==> config.mk <==
export PLATFORM = sky130hd
export DESIGN_NAME = electrode_level_mode_filter
export DESIGN_NICKNAME = d
export VERILOG_FILES = /design/src/design/elmf_pkg.sv /design/src/design/electrode_level_mode_filter.sv
export SDC_FILE = /design/constraint.sdc
export NUM_CORES = 1
export LEC_CHECK = 0
export BUFFER_PORTS_ARGS = -buffer_cell sky130_fd_sc_hd__buf_4
export CORE_MARGIN = 2
export CORE_UTILIZATION = 56
export DETAILED_ROUTE_END_ITERATION = 16
export PLACE_DENSITY = 0.74
export SETUP_SLACK_MARGIN = 0.15
export SLEW_MARGIN = 20
export SYNTH_ARGS = -nofsm -noshare
export SYNTH_HDL_FRONTEND = slang
export SYNTH_SLANG_ARGS = --single-unit
export TNS_END_PERCENT = 20
==> constraint.sdc <==
create_clock -name i_clk -period 7.75 [get_ports i_clk]
set_input_delay 1.1625 -clock i_clk [delete_from_list [all_inputs] [get_ports i_clk]]
set_output_delay 1.1625 -clock i_clk [all_outputs]
set_load 0.02 [all_outputs]
==> src/design/elmf_pkg.sv <==
// Shared constants, types and helpers for the electrode level mode filter.
// No dependencies; used by electrode_level_mode_filter.
package elmf_pkg;

    // Ring length (1..32) and the widths that follow from it
    localparam int WINDOW = 8;
    localparam int W_SLOT = (WINDOW > 1) ? $clog2(WINDOW) : 1;
    localparam int W_CNT  = $clog2(WINDOW + 1);

    localparam int W_PCT     = 7;
    localparam int W_CODE    = 2;
    localparam int W_CONTACT = 2;
    localparam int W_CFG_IDX = 2;
    localparam int N_CODES   = 3;

    localparam logic [W_CNT-1:0]  CNT_FULL  = W_CNT'(WINDOW);
    localparam logic [W_SLOT-1:0] SLOT_LAST = W_SLOT'(WINDOW - 1);

    localparam logic [W_PCT-1:0] PCT_MAX = 7'd100;
    localparam logic [W_PCT-1:0] PCT_LO_RESET = 7'd50;
    localparam logic [W_PCT-1:0] PCT_HI_RESET = 7'd100;
    localparam logic [W_PCT-1:0] THRESH_RESET = 7'd5;

    // Level codes
    typedef enum logic [W_CODE-1:0] {
        CODE_NONE = 2'd0,
        CODE_LOW  = 2'd1,
        CODE_HIGH = 2'd2
    } t_code;

    // Register indexes on the config port
    typedef enum logic [W_CFG_IDX-1:0] {
        REG_PCT_LOW  = 2'd0,
        REG_PCT_HIGH = 2'd1,
        REG_THRESH   = 2'd2
    } t_reg_idx;

    // Highest contacted electrode plus one
    function automatic t_code contact_to_code(input logic [W_CONTACT-1:0] contact);
        t_code code;
        if (contact[1]) begin
            code = CODE_HIGH;
        end else if (contact[0]) begin
            code = CODE_LOW;
        end else begin
            code = CODE_NONE;
        end
        return code;
    endfunction

    // Code to percent, clamped to 100
    function automatic logic [W_PCT-1:0] code_to_pct(
        input t_code            code,
        input logic [W_PCT-1:0] pct_low,
        input logic [W_PCT-1:0] pct_high
    );
        logic [W_PCT-1:0] p;
        case (code)
            CODE_LOW:  p = pct_low;
            CODE_HIGH: p = pct_high;
            default:   p = '0;
        endcase
        return (p > PCT_MAX) ? PCT_MAX : p;
    endfunction

endpackage

==> src/design/electrode_level_mode_filter.sv <==
// Electrode level mode filter: ring of level codes, running mode, deadband publish.
// Depends on elmf_pkg (constants, code types, mapping functions).
//
//  channel | valid        | ready        | payload
//  --------+--------------+--------------+------------------------------------------
//  in      | i_in_valid   | o_in_ready   | i_electrode_contact, i_force_req
//  out     | o_out_valid  | i_out_ready  | o_publish, o_level_percent
//  cfg     | i_cfg_valid  | o_cfg_ready  | i_cfg_index, i_cfg_data
//
// One word per clock sustained while i_out_ready holds; an input register, then a result
// register. The per-code counters, updated on insert and evict, give the mode
// combinationally in the compute stage between those registers.
// Reset (synchronous, active low) empties the pipeline, clears ring position, fill
// count and publish history, and loads the config registers with their defaults.
// A held result stalls the compute stage, which backs up into o_in_ready.
// The config port is always ready.
module electrode_level_mode_filter (
    input  logic                          i_clk,
    input  logic                          i_rst_n,
    // input words
    input  logic                          i_in_valid,
    output logic                          o_in_ready,
    input  logic [elmf_pkg::W_CONTACT-1:0] i_electrode_contact,
    input  logic                          i_force_req,
    // result words
    output logic                          o_out_valid,
    input  logic                          i_out_ready,
    output logic                          o_publish,
    output logic [elmf_pkg::W_PCT-1:0]    o_level_percent,
    // config writes
    input  logic                          i_cfg_valid,
    output logic                          o_cfg_ready,
    input  logic [elmf_pkg::W_CFG_IDX-1:0] i_cfg_index,
    input  logic [elmf_pkg::W_PCT-1:0]    i_cfg_data
);

    // ---------------- config registers ----------------
    logic [elmf_pkg::W_PCT-1:0] r_pct_low, r_pct_high, r_thresh;

    assign o_cfg_ready = 1'b1;

    always_ff @(posedge i_clk) begin
        if (!i_rst_n) begin
            r_pct_low  <= elmf_pkg::PCT_LO_RESET;
            r_pct_high <= elmf_pkg::PCT_HI_RESET;
            r_thresh   <= elmf_pkg::THRESH_RESET;
        end else if (i_cfg_valid) begin
            unique case (elmf_pkg::t_reg_idx'(i_cfg_index))
                elmf_pkg::REG_PCT_LOW:  r_pct_low  <= i_cfg_data;
                elmf_pkg::REG_PCT_HIGH: r_pct_high <= i_cfg_data;
                elmf_pkg::REG_THRESH:   r_thresh   <= i_cfg_data;
                default: ;  // unknown index: dropped
            endcase
        end
    end

    // ---------------- input register ----------------
    logic                           r_in_vld;
    logic [elmf_pkg::W_CONTACT-1:0] r_contact;
    logic                           r_force;
    logic                           r_out_vld;
    logic                           advance;   // result register can load
    logic                           fire;      // compute stage processes a word

    assign advance    = !r_out_vld || i_out_ready;
    assign fire       = r_in_vld && advance;
    assign o_in_ready = !r_in_vld || advance;

    always_ff @(posedge i_clk) begin
        if (!i_rst_n) begin
            r_in_vld <= 1'b0;
        end else if (o_in_ready) begin
            r_in_vld <= i_in_valid;
        end
    end

    always_ff @(posedge i_clk) begin
        if (i_in_valid && o_in_ready) begin
            r_contact <= i_electrode_contact;
            r_force   <= i_force_req;
        end
    end

    // ---------------- filter state ----------------
    // ring contents need no reset: entries are read only once all are written
    logic [elmf_pkg::W_CODE-1:0] r_ring [elmf_pkg::WINDOW];
    logic [elmf_pkg::W_SLOT-1:0] r_slot, n_slot;
    logic [elmf_pkg::W_CNT-1:0]  r_fill, n_fill;
    logic [elmf_pkg::W_CNT-1:0]  r_cnt [elmf_pkg::N_CODES];
    logic [elmf_pkg::W_CNT-1:0]  n_cnt [elmf_pkg::N_CODES];
    logic [elmf_pkg::W_PCT-1:0]  r_last, n_last;
    logic                        r_has_pub, n_has_pub;

    elmf_pkg::t_code             code_new, code_old, code_mode;
    logic                        full_now, full_next;
    logic [elmf_pkg::W_PCT-1:0]  pct_raw, pct_mode, pct_diff, pct_out;
    logic                        pub;

    always_comb begin
        code_new  = elmf_pkg::contact_to_code(r_contact);
        code_old  = elmf_pkg::t_code'(r_ring[r_slot]);
        full_now  = (r_fill == elmf_pkg::CNT_FULL);

        n_slot    = (r_slot == elmf_pkg::SLOT_LAST) ? '0 : r_slot + 1'b1;
        n_fill    = full_now ? r_fill : r_fill + 1'b1;
        full_next = (n_fill == elmf_pkg::CNT_FULL);

        // running counts: add the new code, drop the one it overwrites
        for (int c = 0; c < elmf_pkg::N_CODES; c++) begin
            n_cnt[c] = r_cnt[c]
                     + elmf_pkg::W_CNT'(code_new == elmf_pkg::t_code'(c))
                     - elmf_pkg::W_CNT'(full_now && code_old == elmf_pkg::t_code'(c));
        end

        // mode, ties go to the higher code
        code_mode = elmf_pkg::CODE_NONE;
        if (n_cnt[1] >= n_cnt[0]) begin
            code_mode = elmf_pkg::CODE_LOW;
        end
        if (n_cnt[2] >= n_cnt[code_mode]) begin
            code_mode = elmf_pkg::CODE_HIGH;
        end

        pct_raw  = elmf_pkg::code_to_pct(code_new, r_pct_low, r_pct_high);
        pct_mode = elmf_pkg::code_to_pct(code_mode, r_pct_low, r_pct_high);
        pct_diff = (pct_mode > r_last) ? pct_mode - r_last : r_last - pct_mode;

        if (r_force) begin
            pub     = 1'b1;
            pct_out = pct_raw;
        end else if (full_next && (!r_has_pub || pct_diff >= r_thresh)) begin
            pub     = 1'b1;
            pct_out = pct_mode;
        end else begin
            pub     = 1'b0;
            pct_out = '0;
        end

        n_last    = pub ? pct_out : r_last;
        n_has_pub = r_has_pub || pub;
    end

    always_ff @(posedge i_clk) begin
        if (!i_rst_n) begin
            r_slot    <= '0;
            r_fill    <= '0;
            r_last    <= '0;
            r_has_pub <= 1'b0;
            for (int c = 0; c < elmf_pkg::N_CODES; c++) begin
                r_cnt[c] <= '0;
            end
        end else if (fire) begin
            r_slot    <= n_slot;
            r_fill    <= n_fill;
            r_last    <= n_last;
            r_has_pub <= n_has_pub;
            for (int c = 0; c < elmf_pkg::N_CODES; c++) begin
                r_cnt[c] <= n_cnt[c];
            end
        end
    end

    always_ff @(posedge i_clk) begin
        if (fire) begin
            r_ring[r_slot] <= code_new;
        end
    end

    // ---------------- result register ----------------
    logic                       r_publish;
    logic [elmf_pkg::W_PCT-1:0] r_pct;

    always_ff @(posedge i_clk) begin
        if (!i_rst_n) begin
            r_out_vld <= 1'b0;
        end else if (advance) begin
            r_out_vld <= r_in_vld;
        end
    end

    always_ff @(posedge i_clk) begin
        if (fire) begin
            r_publish <= pub;
            r_pct     <= pct_out;
        end
    end

    assign o_out_valid     = r_out_vld;
    assign o_publish       = r_publish;
    assign o_level_percent = r_pct;

`ifndef SYNTHESIS
    // counters always account for exactly the codes held in the ring
    a_cnt_sum: assert property (@(posedge i_clk) disable iff (!i_rst_n)
        (({2'b00, r_cnt[0]} + {2'b00, r_cnt[1]} + {2'b00, r_cnt[2]})
            == {2'b00, r_fill}))
        else $error("code counters disagree with fill count");

    // until the ring is full the write slot tracks the fill count
    a_slot_fill: assert property (@(posedge i_clk) disable iff (!i_rst_n)
        (r_fill != elmf_pkg::CNT_FULL) |-> (elmf_pkg::W_CNT'(r_slot) == r_fill))
        else $error("write slot out of step with fill count");

    // no history before the first publish
    a_no_hist: assert property (@(posedge i_clk) disable iff (!i_rst_n)
        !r_has_pub |-> (r_last == '0))
        else $error("last published value set without a publish");

    // a processed word always lands in the result register
    a_fire_out: assert property (@(posedge i_clk) disable iff (!i_rst_n)
        fire |=> r_out_vld)
        else $error("processed word lost");
`endif

endmodule

==> results of run 1 <==
==> Yosys cell counts (2+ instances only) <==
library cell  number
nand2b_1           5
a211oi_1           3
o211ai_1           2
a211o_1            2
and2_1             4
o22ai_2            4
nand2_1           52
xor2_1             4
nor3_1            12
buf_6              3
nand3_1            3
a211o_2            3
a22oi_1            4
or3_1              3
a32oi_1            2
nand2b_4           2
o21a_1             8
nor2_1            29
a41oi_1            2
xnor2_1           11
o21ai_0           17
a21oi_1           19
fa_1               5
nor3b_1            4
a31oi_1            3
mux4_2             4
a21o_1             4
o2111ai_1          2
nor2b_1           21
a2111oi_4          3
mux2i_1           24
inv_1             50
o221a_2            3
a21boi_0           7
buf_2              4
clkbuf_1          11
and3_1             7
o31a_1             4
ha_1              44
nand3b_1           2
dfxtp_1           41
edfxtp_1          39
==> final timing paths <==
check / start / endpoint / slack, ns / cells after the start
worst max-delay path: flop / r_last[3] / -0.07 / 34
worst min-delay path: r_thresh[0] / r_thresh[0] / 0.49 / 2
worst max register to register: flop / r_last[3] / -0.07 / 34
worst min register to register: r_thresh[0] / r_thresh[0] / 0.49 / 2
==> state kept, by name, summed over array words and instances, names as in the netlist, 4 cells and up, named ones only <==
signal           flops
r_pct_low            7
r_ring              16
r_cnt               12
r_pct_high           7
o_level_percent      7
r_last               7
r_thresh             7
r_fill               4
==> layer usage <==
layer	routed length, um	share of wire [%]	global-route usage [%]	up-vias
met5	0	0	0	-
met4	358	2.9	8.641	0
met3	557	4.5	4.184	30
met2	6273	51	44.54	145
met1	5099	41	29.65	1949
li1	-	-	-	1912
==> critical path, delay by kind of cell (launching register included) <==
| kind | cells | cell delay (ns) |
|---|---|---|
| AND/OR/NAND/NOR | 9 | 1.43 |
| flip-flops | 1 | 0.39 |
| XOR/XNOR | 1 | 0.12 |
| adder cells (fa/ha/maj) | 7 | 1.96 |
| buffers and inverters | 5 | 0.63 |
| AO/OA/AOI/OAI | 9 | 2.20 |
| multiplexers | 3 | 1.05 |
==> stage by stage <==
step           cell area, um^2  setup TNS [ns]  power, uW
2_1_floorplan             5181               0       1495
4_1_cts                   6023               0       2363
3_3_place_gp              5633         -0.8629       1833
6_report                  6305         -0.2467       2730
3_5_place_dp              5633          -2.818       1867
5_1_grt                   6305          -5.163       2893
==> repair_timing <==
| action | 4_1_cts | 5_1_grt |
|---|---|---|
| endpoints found under the setup margin | 16 | 16 |
| hold buffers | 0 | 0 |
| resized for setup | 25 | 41 |
| pin swaps | 10 | 16 |
| setup buffers | 10 | 9 |
==> power breakdown <==
group,switching (uW),total [uW],internal [uW]
clock,161,333,171
combinational,985,1920,933
sequential,16.9,478,461
total,1160,2730,1570
==> cell families after synthesis <==
kind of cell / Yosys count / share of synthesized area, %
fa+ha+maj: 49 / 12.91
compound gates: 104 / 16.61
xor+xnor: 15 / 2.607
mux: 29 / 6.778
other cells: 1 / 0.07441
flops: 80 / 39.52
simple gates: 154 / 15.59
buf+inv: 71 / 5.909
==> area by class of cell <==
class / instances / area [um^2] / area share [%]
timing repair buffer: 77 / 600.6 / 9.526
sequential: 80 / 1996 / 31.65
clock buffer: 11 / 152.6 / 2.421
inverter: 51 / 191.4 / 3.036
multi-input combinational: 352 / 3169 / 50.27
clock inverter: 5 / 60.06 / 0.9526
tap: 108 / 135.1 / 2.143
==> reports/results.ini, run 1 <==
[run_status]
outcome = complete, but fails checks
violations = negative setup slack

[sta]
fin_skew_ns = 0.009518
max_freq_ghz = 0.1278
timing.final.crit_share_pct = 100.9
hold_violations = 0
grt_setup_unrepaired = true
hold_ws_ns = 0.4937
worst_pin_slew_ns = 0.7980
setup_viol = 6
drv_slew = 0
fin_crit_ns = 7.823
maxSlewHeadroom_pct = 46.80
fin_ws_ns = -0.07337

[logic_synthesis]
synth_edf_count = 39
synth_top_flop_cell = dfxtp_1
synth_fp_nets = 569
syn_area_um2 = 5040
synthTopCellsByArea = edfxtp_1 (23%), dfxtp_1 (16%), ha_1 (11%)
syn_avg_cell_area_um2 = 10.02
ys_seq_elements = 80
synth.largest_area_cell = edfxtp_1
ys_warn_count = 0
ys_seq_area_share_pct = 39.52
async_flop_share_pct = 0
synth.distinct_cells = 69
synthCells = 503
yosysTopAreaCellShare_pct = 23.24

[pwr]
powerDensity_nw_per_um2 = 433.0
vdd_ir_drop_max_mv = 0.5702
leakagePower_uw = 0.002578

[floorplan]
dieArea_um2 = 9774
start_util_pct = 57.79
die_y_um = 98.87
io_pins = 28
die_w_um = 98.87
core-area_um2 = 8721
rows = 34

[global_routing]
grt_pass1_wl_mm = 19.21
track_usage_pct = 24.71
grt_max_degree = 46
antenna_found_initial = 0
gr-total-overflow = 0
grt_pass1_vias = 4019

[drt]
avgViaCountPerCell = 5.901
wl_per_cell_um = 17.97
ant_nets = 0
drt-initial-drc-count = 299
num_vias = 4036
drt_pass1_iterations = 5
routed_wl_mm = 12.29
drc = 0

[cts]
clk_latency_ns = 0.36
numCtsBuffers = 9
root_buffer = clkbuf_8
cts.sinks = 80
clk_pin_slew_worst_paths_ns = 0.08
ctsLongestPathBuffers = 2
htreeDepth = 3
cts_tree = done

[worst_setup_path]
cp_slowest_cell = mux4_2
cp-end-kind = flop
startpoint_type = flop
crit_type = flop to flop
path_max_fanout = 6
cpPeakStageDelay_ns = 0.51
required_ns = 8.05
critPathMostFrequentCell = a2111oi_4
arrival_ns = 8.12

[place]
place_inst = 649
dpl.hpwl_mm = 8.543
io_buffers = 26
place_ws_ns = -0.2804
place.gp.congestion = 0.8608

[cells_and_area]
final_cell_mix = buf_4 (71), nand2_1 (52), inv_1 (44), dfxtp_1 (40), edfxtp_1 (39)
final_util_pct = 72.30
area_delta_synth_final_pct = 25.10
final_common_cell = buf_4
drive_gt1_share_pct = 30.56
n_antenna_cell = 0
num-fill-cells = 598
nets = 637
finalNonFillerCells = 684

[worst_hold_path]
min_path_type = flop to flop

[flow_run]
max-cap-violations = 0

Note: power is estimated with default switching activity, not from simulation.
==> run 2: changes to the inputs <==
--- a/config.mk
+++ b/config.mk
@@ -6,6 +6,7 @@
 export NUM_CORES = 1
 export LEC_CHECK = 0
 export BUFFER_PORTS_ARGS = -buffer_cell sky130_fd_sc_hd__buf_4
+export CORE_ASPECT_RATIO = 0.9
 export CORE_MARGIN = 2
 export CORE_UTILIZATION = 56
 export DETAILED_ROUTE_END_ITERATION = 16
==> reports/results.ini, run 2 (synthesis gave the netlist of run 1 again) <==
[cells_and_area]
largest-register = r_ring
num-fill-cells = 585  ; -2.2%
final_cell_mix = buf_4 (75), nand2_1 (49), inv_1 (42), dfxtp_1 (40), edfxtp_1 (39)
drive_gt1_share_pct = 33.73  ; +3.2 points
nets = 645  ; +1.3%
reg_top3 = r_ring x16, r_cnt x12
largest_reg_flops = 16  ; unchanged
stdcell_area_um2 = 6489  ; +2.9%
n_antenna_cell = 0  ; unchanged
final_common_cell = buf_4
area_delta_synth_final_pct = 28.75

[drt]
drt_pass1_iterations = 5  ; unchanged
routed_wl_mm = 12.81  ; +4.2%
wl_per_cell_um = 18.22  ; +1.4%
drc = 0  ; unchanged
drt-initial-drc-count = 239  ; -20%
avgViaCountPerCell = 5.734  ; -2.8%
ant_nets = 0  ; unchanged
num_vias = 4031  ; -0.12%

[sta]
fin_crit_ns = 8.022  ; +0.1985 ns
setup_viol = 16  ; +10
worst_pin_slew_ns = 0.6345  ; -0.1635 ns
maxSlewHeadroom_pct = 57.38  ; +11 points
drv_slew = 0  ; unchanged
fin_ws_ns = -0.2719  ; -0.1985 ns
grt_setup_unrepaired = true
max_freq_ghz = 0.1247  ; -2.5%
hold_violations = 0  ; unchanged
fin_skew_ns = 0.01511  ; +0.005596 ns
timing.final.crit_share_pct = 103.5  ; +2.6 points

[pwr]
vdd_ir_drop_max_mv = 0.3375  ; -41%
leakagePower_uw = 0.002609  ; +1.2%
total_power_uw = 2814  ; +3.1%
powerDensity_nw_per_um2 = 433.6  ; +0.15%

[cts]
cts.sinks = 80  ; unchanged
ctsLongestPathBuffers = 2  ; unchanged
clk_pin_slew_worst_paths_ns = 0.09  ; about the same
cts_hold_buf = 0  ; unchanged
root_buffer = clkbuf_8
numCtsBuffers = 9  ; unchanged
htreeDepth = 3  ; unchanged
cts_tree = done
clk_latency_ns = 0.37  ; about the same

[worst_setup_path]
cpPeakStageDelay_ns = 0.57  ; +0.06 ns
critPathBufInv = 7  ; +2
required_ns = 8.05  ; about the same
crit_type = flop to flop
arrival_ns = 8.33  ; +0.21 ns
cp-end-kind = flop
path_max_fanout = 7  ; +1
cp_slowest_cell = fa_1
crit_family = compound AO/OA/AOI/OAI gates
critPathMostFrequentCell = ha_4
startpoint_type = flop

[global_routing]
grt_pass1_vias = 3900  ; -3.0%
grt_pass1_wl_mm = 19.54  ; +1.7%
antenna_found_initial = 0  ; unchanged
grt_max_degree = 46  ; unchanged
track_usage_pct = 25.90  ; +1.2 points
gr-total-overflow = 0  ; unchanged

[worst_hold_path]
min_path_type = flop to flop
hp-start = r_thresh[0]

[place]
dpl.hpwl_mm = 8.777  ; +2.7%
io_buffers = 26  ; unchanged
place.gp.congestion = 0.8934  ; +3.8%
place_area_um2 = 5722  ; +1.6%

[floorplan]
core-area_um2 = 8648  ; -0.83%
dieArea_um2 = 9776  ; about the same
die_w_um = 104  ; +5.2%
io_pins = 28  ; unchanged
die_y_um = 94  ; -4.9%
start_util_pct = 58.28  ; +0.48 points
rows = 32  ; -5.9%

[flow_run]
max-cap-violations = 0  ; unchanged

[run_status]
outcome = complete, but fails checks
violations = negative setup slack

==> run 2: cell count changes in the layout (fill, tap and decap cells not counted), sizes merged <==
cell	before	now
buf	77	85
bufinv	1	0
clkbuf	11	12
==> run 2: tightest hold or removal path: stages, from the launching register on <==
cell	delay (ns)
dfxtp_1	0.35
mux2i_1	0.07
nand2_1	0.06
==> run 2: metal layers <==
layer | routed length, um | global-route usage (%)
met1 | 5965 | 34.72
met2 | 6107 | 42.60
met3 | 492 | 5.270
met4 | 240 | 7.995
met5 | 0 | 0
==> run 2: where the power goes <==
group          switching (uW)  total, uW  internal, uW
Sequential               15.5        477           461
Clock                     166        324           158
Combinational            1040       2010           977
==> run 2: per-stage QoR <==
stage	util, %	setup TNS (ns)	cells	hold WS [ns]	setup slack [ns]
after global placement	66.16	-1.939	670	0.4622	-0.2243
after detailed placement	66.16	-4.244	670	0.4811	-0.3850
after CTS	71.44	-0.3974	691	0.5045	-0.06894
after global routing	75.03	-8.238	703	0.5437	-0.5957
final	75.03	-3.165	703	0.5042	-0.2719
after floorplan	-	0	503	0.4445	0.2003
==> run 2: worst paths after layout <==
kind         depth (start not counted)          end  slack (ns)
max                                 37    r_last[4]       -0.27
min                                  2  r_thresh[0]        0.50
min reg2reg                          2  r_thresh[0]        0.50
max reg2reg                         37    r_last[4]       -0.27
==> run 2: area by class of cell <==
cell class	instances	area [um^2]	share of cell area (%)
clock buffer	12	177.7	2.738
tap	119	148.9	2.295
multi-input combinational	352	3261	50.25
inverter	51	191.4	2.950
clock inverter	4	30.03	0.4628
sequential	80	1996	30.76
timing repair buffer	85	684.4	10.55
==> run 2: timing repair <==
action,4_1_cts,5_1_grt
resized for setup,47,43
endpoints found under the setup margin,16,16
endpoints found under the hold margin,0,0
pin swaps,10,25
setup buffers,5,12
==> run 3: changes to the inputs <==
--- a/config.mk
+++ b/config.mk
@@ -7,10 +7,11 @@
 export LEC_CHECK = 0
 export BUFFER_PORTS_ARGS = -buffer_cell sky130_fd_sc_hd__buf_4
 export CORE_ASPECT_RATIO = 0.9
-export CORE_MARGIN = 2
-export CORE_UTILIZATION = 56
+export CORE_MARGIN = 8
+export CORE_UTILIZATION = 40
 export DETAILED_ROUTE_END_ITERATION = 16
-export PLACE_DENSITY = 0.74
+export GPL_TIMING_DRIVEN = 0
+export PLACE_DENSITY = 0.55
 export SETUP_SLACK_MARGIN = 0.15
 export SLEW_MARGIN = 20
 export SYNTH_ARGS = -nofsm -noshare
==> reports/results.ini, run 3 (synthesis gave the netlist of run 1 again) <==
[run_status]
outcome = complete, but fails checks
violations = negative setup slack

[cells_and_area]
multiInputGateArea_um2 = 3149  ; -3.4%
nets = 643  ; -0.31%
final_common_cell = buf_4
final_util_pct = 51.63  ; -23 points
num-fill-cells = 1170  ; +100%
n_antenna_cell = 0  ; unchanged
drive_gt1_share_pct = 29.73  ; -4.0 points
reg_top3 = r_ring x16, r_cnt x12
regArea_um2 = 1997  ; about the same
largest_reg_flops = 16  ; unchanged
area_delta_synth_final_pct = 27.98
final_cell_mix = buf_4 (60), nand2_1 (51), inv_1 (43), dfxtp_1 (39), edfxtp_1 (39)
largest-register = r_ring

[pwr]
leakagePower_uw = 0.002593  ; -0.60%
vdd_ir_drop_max_mv = 0.3481  ; +3.1%
total_power_uw = 2795  ; -0.65%
powerDensity_nw_per_um2 = 433.4  ; about the same
clkPwrFrac_pct = 14.2  ; +2.7 points
p_int_uw = 1629  ; +2.0%
switching_share_pct = 41.72  ; -1.5 points
seqPwrFrac_pct = 17.1  ; about the same
p_comb_share_pct = 68.7  ; -2.8 points
switchingPower_uw = 1166  ; -4.2%

[global_routing]
grt_pass1_wl_mm = 20.51  ; +4.9%
grt_max_degree = 18  ; -61%
use_met3_pct = 3.723  ; -1.5 points
antenna_found_initial = 0  ; unchanged
grt.met2_usage_pct = 24.10  ; -18 points
gr-total-overflow = 0  ; unchanged
grt.busiest_layer = met2
track_usage_pct = 15.77  ; -10 points
gr-usage-met1_pct = 21.89  ; -13 points
grt_pass1_vias = 4013  ; +2.9%

[sta]
timing.final.crit_share_pct = 105.2  ; +1.7 points
fin_ws_ns = -0.4009  ; -0.1290 ns
max_freq_ghz = 0.1227  ; -1.6%
grt_setup_unrepaired = true
setup_tns_ns = -5.236  ; -2.071 ns
maxSlewHeadroom_pct = 30.86  ; -27 points
fin_crit_ns = 8.151  ; +0.1290 ns
fin_skew_ns = 0.008100  ; -0.007013 ns
drv_slew = 0  ; unchanged
hold_violations = 0  ; unchanged
setup_viol = 16  ; unchanged
worst_pin_slew_ns = 1.037  ; +0.4026 ns

[worst_hold_path]
min_path_type = flop to flop
hp-start = r_last[2]

[worst_setup_path]
ff2ff_setup_slack_ns = -0.40  ; -0.13 ns
cpPeakStageDelay_ns = 0.55  ; -0.02 ns
path_max_fanout = 7  ; unchanged
required_ns = 8.04  ; about the same
startpoint_type = flop
crit_type = flop to flop
critPathBufInv = 9  ; +2
crit_family = adder cells
cp_slowest_cell = fa_2
cp-end-kind = flop
arrival_ns = 8.44  ; +0.11 ns

[drt]
routed_wl_mm = 12.43  ; -2.9%
drc = 0  ; unchanged
wl_per_cell_um = 16.66  ; -8.5%
num_vias = 3892  ; -3.4%
drt_pass1_iterations = 4  ; -1
ant_nets = 0  ; unchanged
drt-initial-drc-count = 212  ; -11%
avgViaCountPerCell = 5.217  ; -9.0%

[cts]
clk_pin_slew_worst_paths_ns = 0.06  ; -0.03 ns
htreeDepth = 3  ; unchanged
root_buffer = clkbuf_16
ctsLongestPathBuffers = 2  ; unchanged
clk_latency_ns = 0.34  ; -0.03 ns
cts_tree = done
numCtsBuffers = 9  ; unchanged
cts.sinks = 80  ; unchanged

[floorplan]
io_pins = 28  ; unchanged
start_util_pct = 40.34  ; -18 points
dieArea_um2 = 16450  ; +68%
rows = 39  ; +22%
die_y_um = 122.5  ; +30%
core-area_um2 = 12490  ; +44%
die_w_um = 134.3  ; +29%

[place]
io_buffers = 25  ; -3.8%
dpl.hpwl_mm = 8.988  ; +2.4%
place.gp.congestion = 0.8552  ; -4.3%

[flow_run]
max-cap-violations = 0  ; unchanged

[run 3: changes by cell type in the layout (fill, tap and decap cells not counted), sizes merged]
cell,previous run,this run
clkbuf,12,19
clkinv,0,3
buf,85,73
[run 3: power groups by stage]
stage | sequential, uW | combinational, uW | clock (uW)
after floorplan | 485 | 1010 | 0
after global placement | 487 | 1260 | 0
after detailed placement | 488 | 1300 | 0
after CTS | 479 | 1680 | 408
after global routing | 482 | 2090 | 423
final | 479 | 1920 | 396
[run 3: routing by layer]
metal  up-vias  part of all wire (%)
met4         0                  0.99
met1      1863                    49
met2        85                    44
li1       1934                     -
met5         -                     0
met3        10                   5.1
[run 3: area by class of cell]
type,count,area share (%)
sequential,80,30.96
clock inverter,7,0.7953
multi-input combinational,352,48.83
clock buffer,9,3.492
buffer,20,2.076
timing repair buffer,63,7.701
tap,164,3.181
inverter,51,2.968
[run 3: stage by stage]
| stage | instance area, um^2 | hold slack, ns | setup WS (ns) | std cells |
|---|---|---|---|---|
| 6_report | 6450 | 0.5001 | -0.4009 | 746 |
| 5_1_grt | 6450 | 0.5195 | -0.7821 | 746 |
| 4_1_cts | 6325 | 0.4981 | -0.1931 | 739 |
| 3_5_place_dp | 5574 | 0.4597 | -1.064 | 692 |
| 3_3_place_gp | 5574 | 0.4587 | -0.9737 | 692 |
| 2_1_floorplan | 5181 | 0.4445 | 0.2003 | 503 |
[run 3: repair_timing]
action	in CTS	in global routing
gates resized for setup	53	16
setup endpoints to repair	16	16
pin swaps	27	28
setup buffers	31	7
hold buffers	0	0
cloned	0	0
[run 3: final timing paths]
kind,endpoint,cells past startpoint
worst min register to register,r_last[2],2
worst max register to register,r_last[1],39
worst min-delay path,r_last[2],2
worst max-delay path,r_last[1],39
[run 3: worst reg2reg max path: cells and delay by family, from the launching register on]
family,cells,cell delay (ns)
fa+ha+maj,7,2.03
buf+inv,9,0.90
compound gates,8,1.86
flops,1,0.39
mux,4,1.24
simple gates,10,1.50
xor+xnor,1,0.18
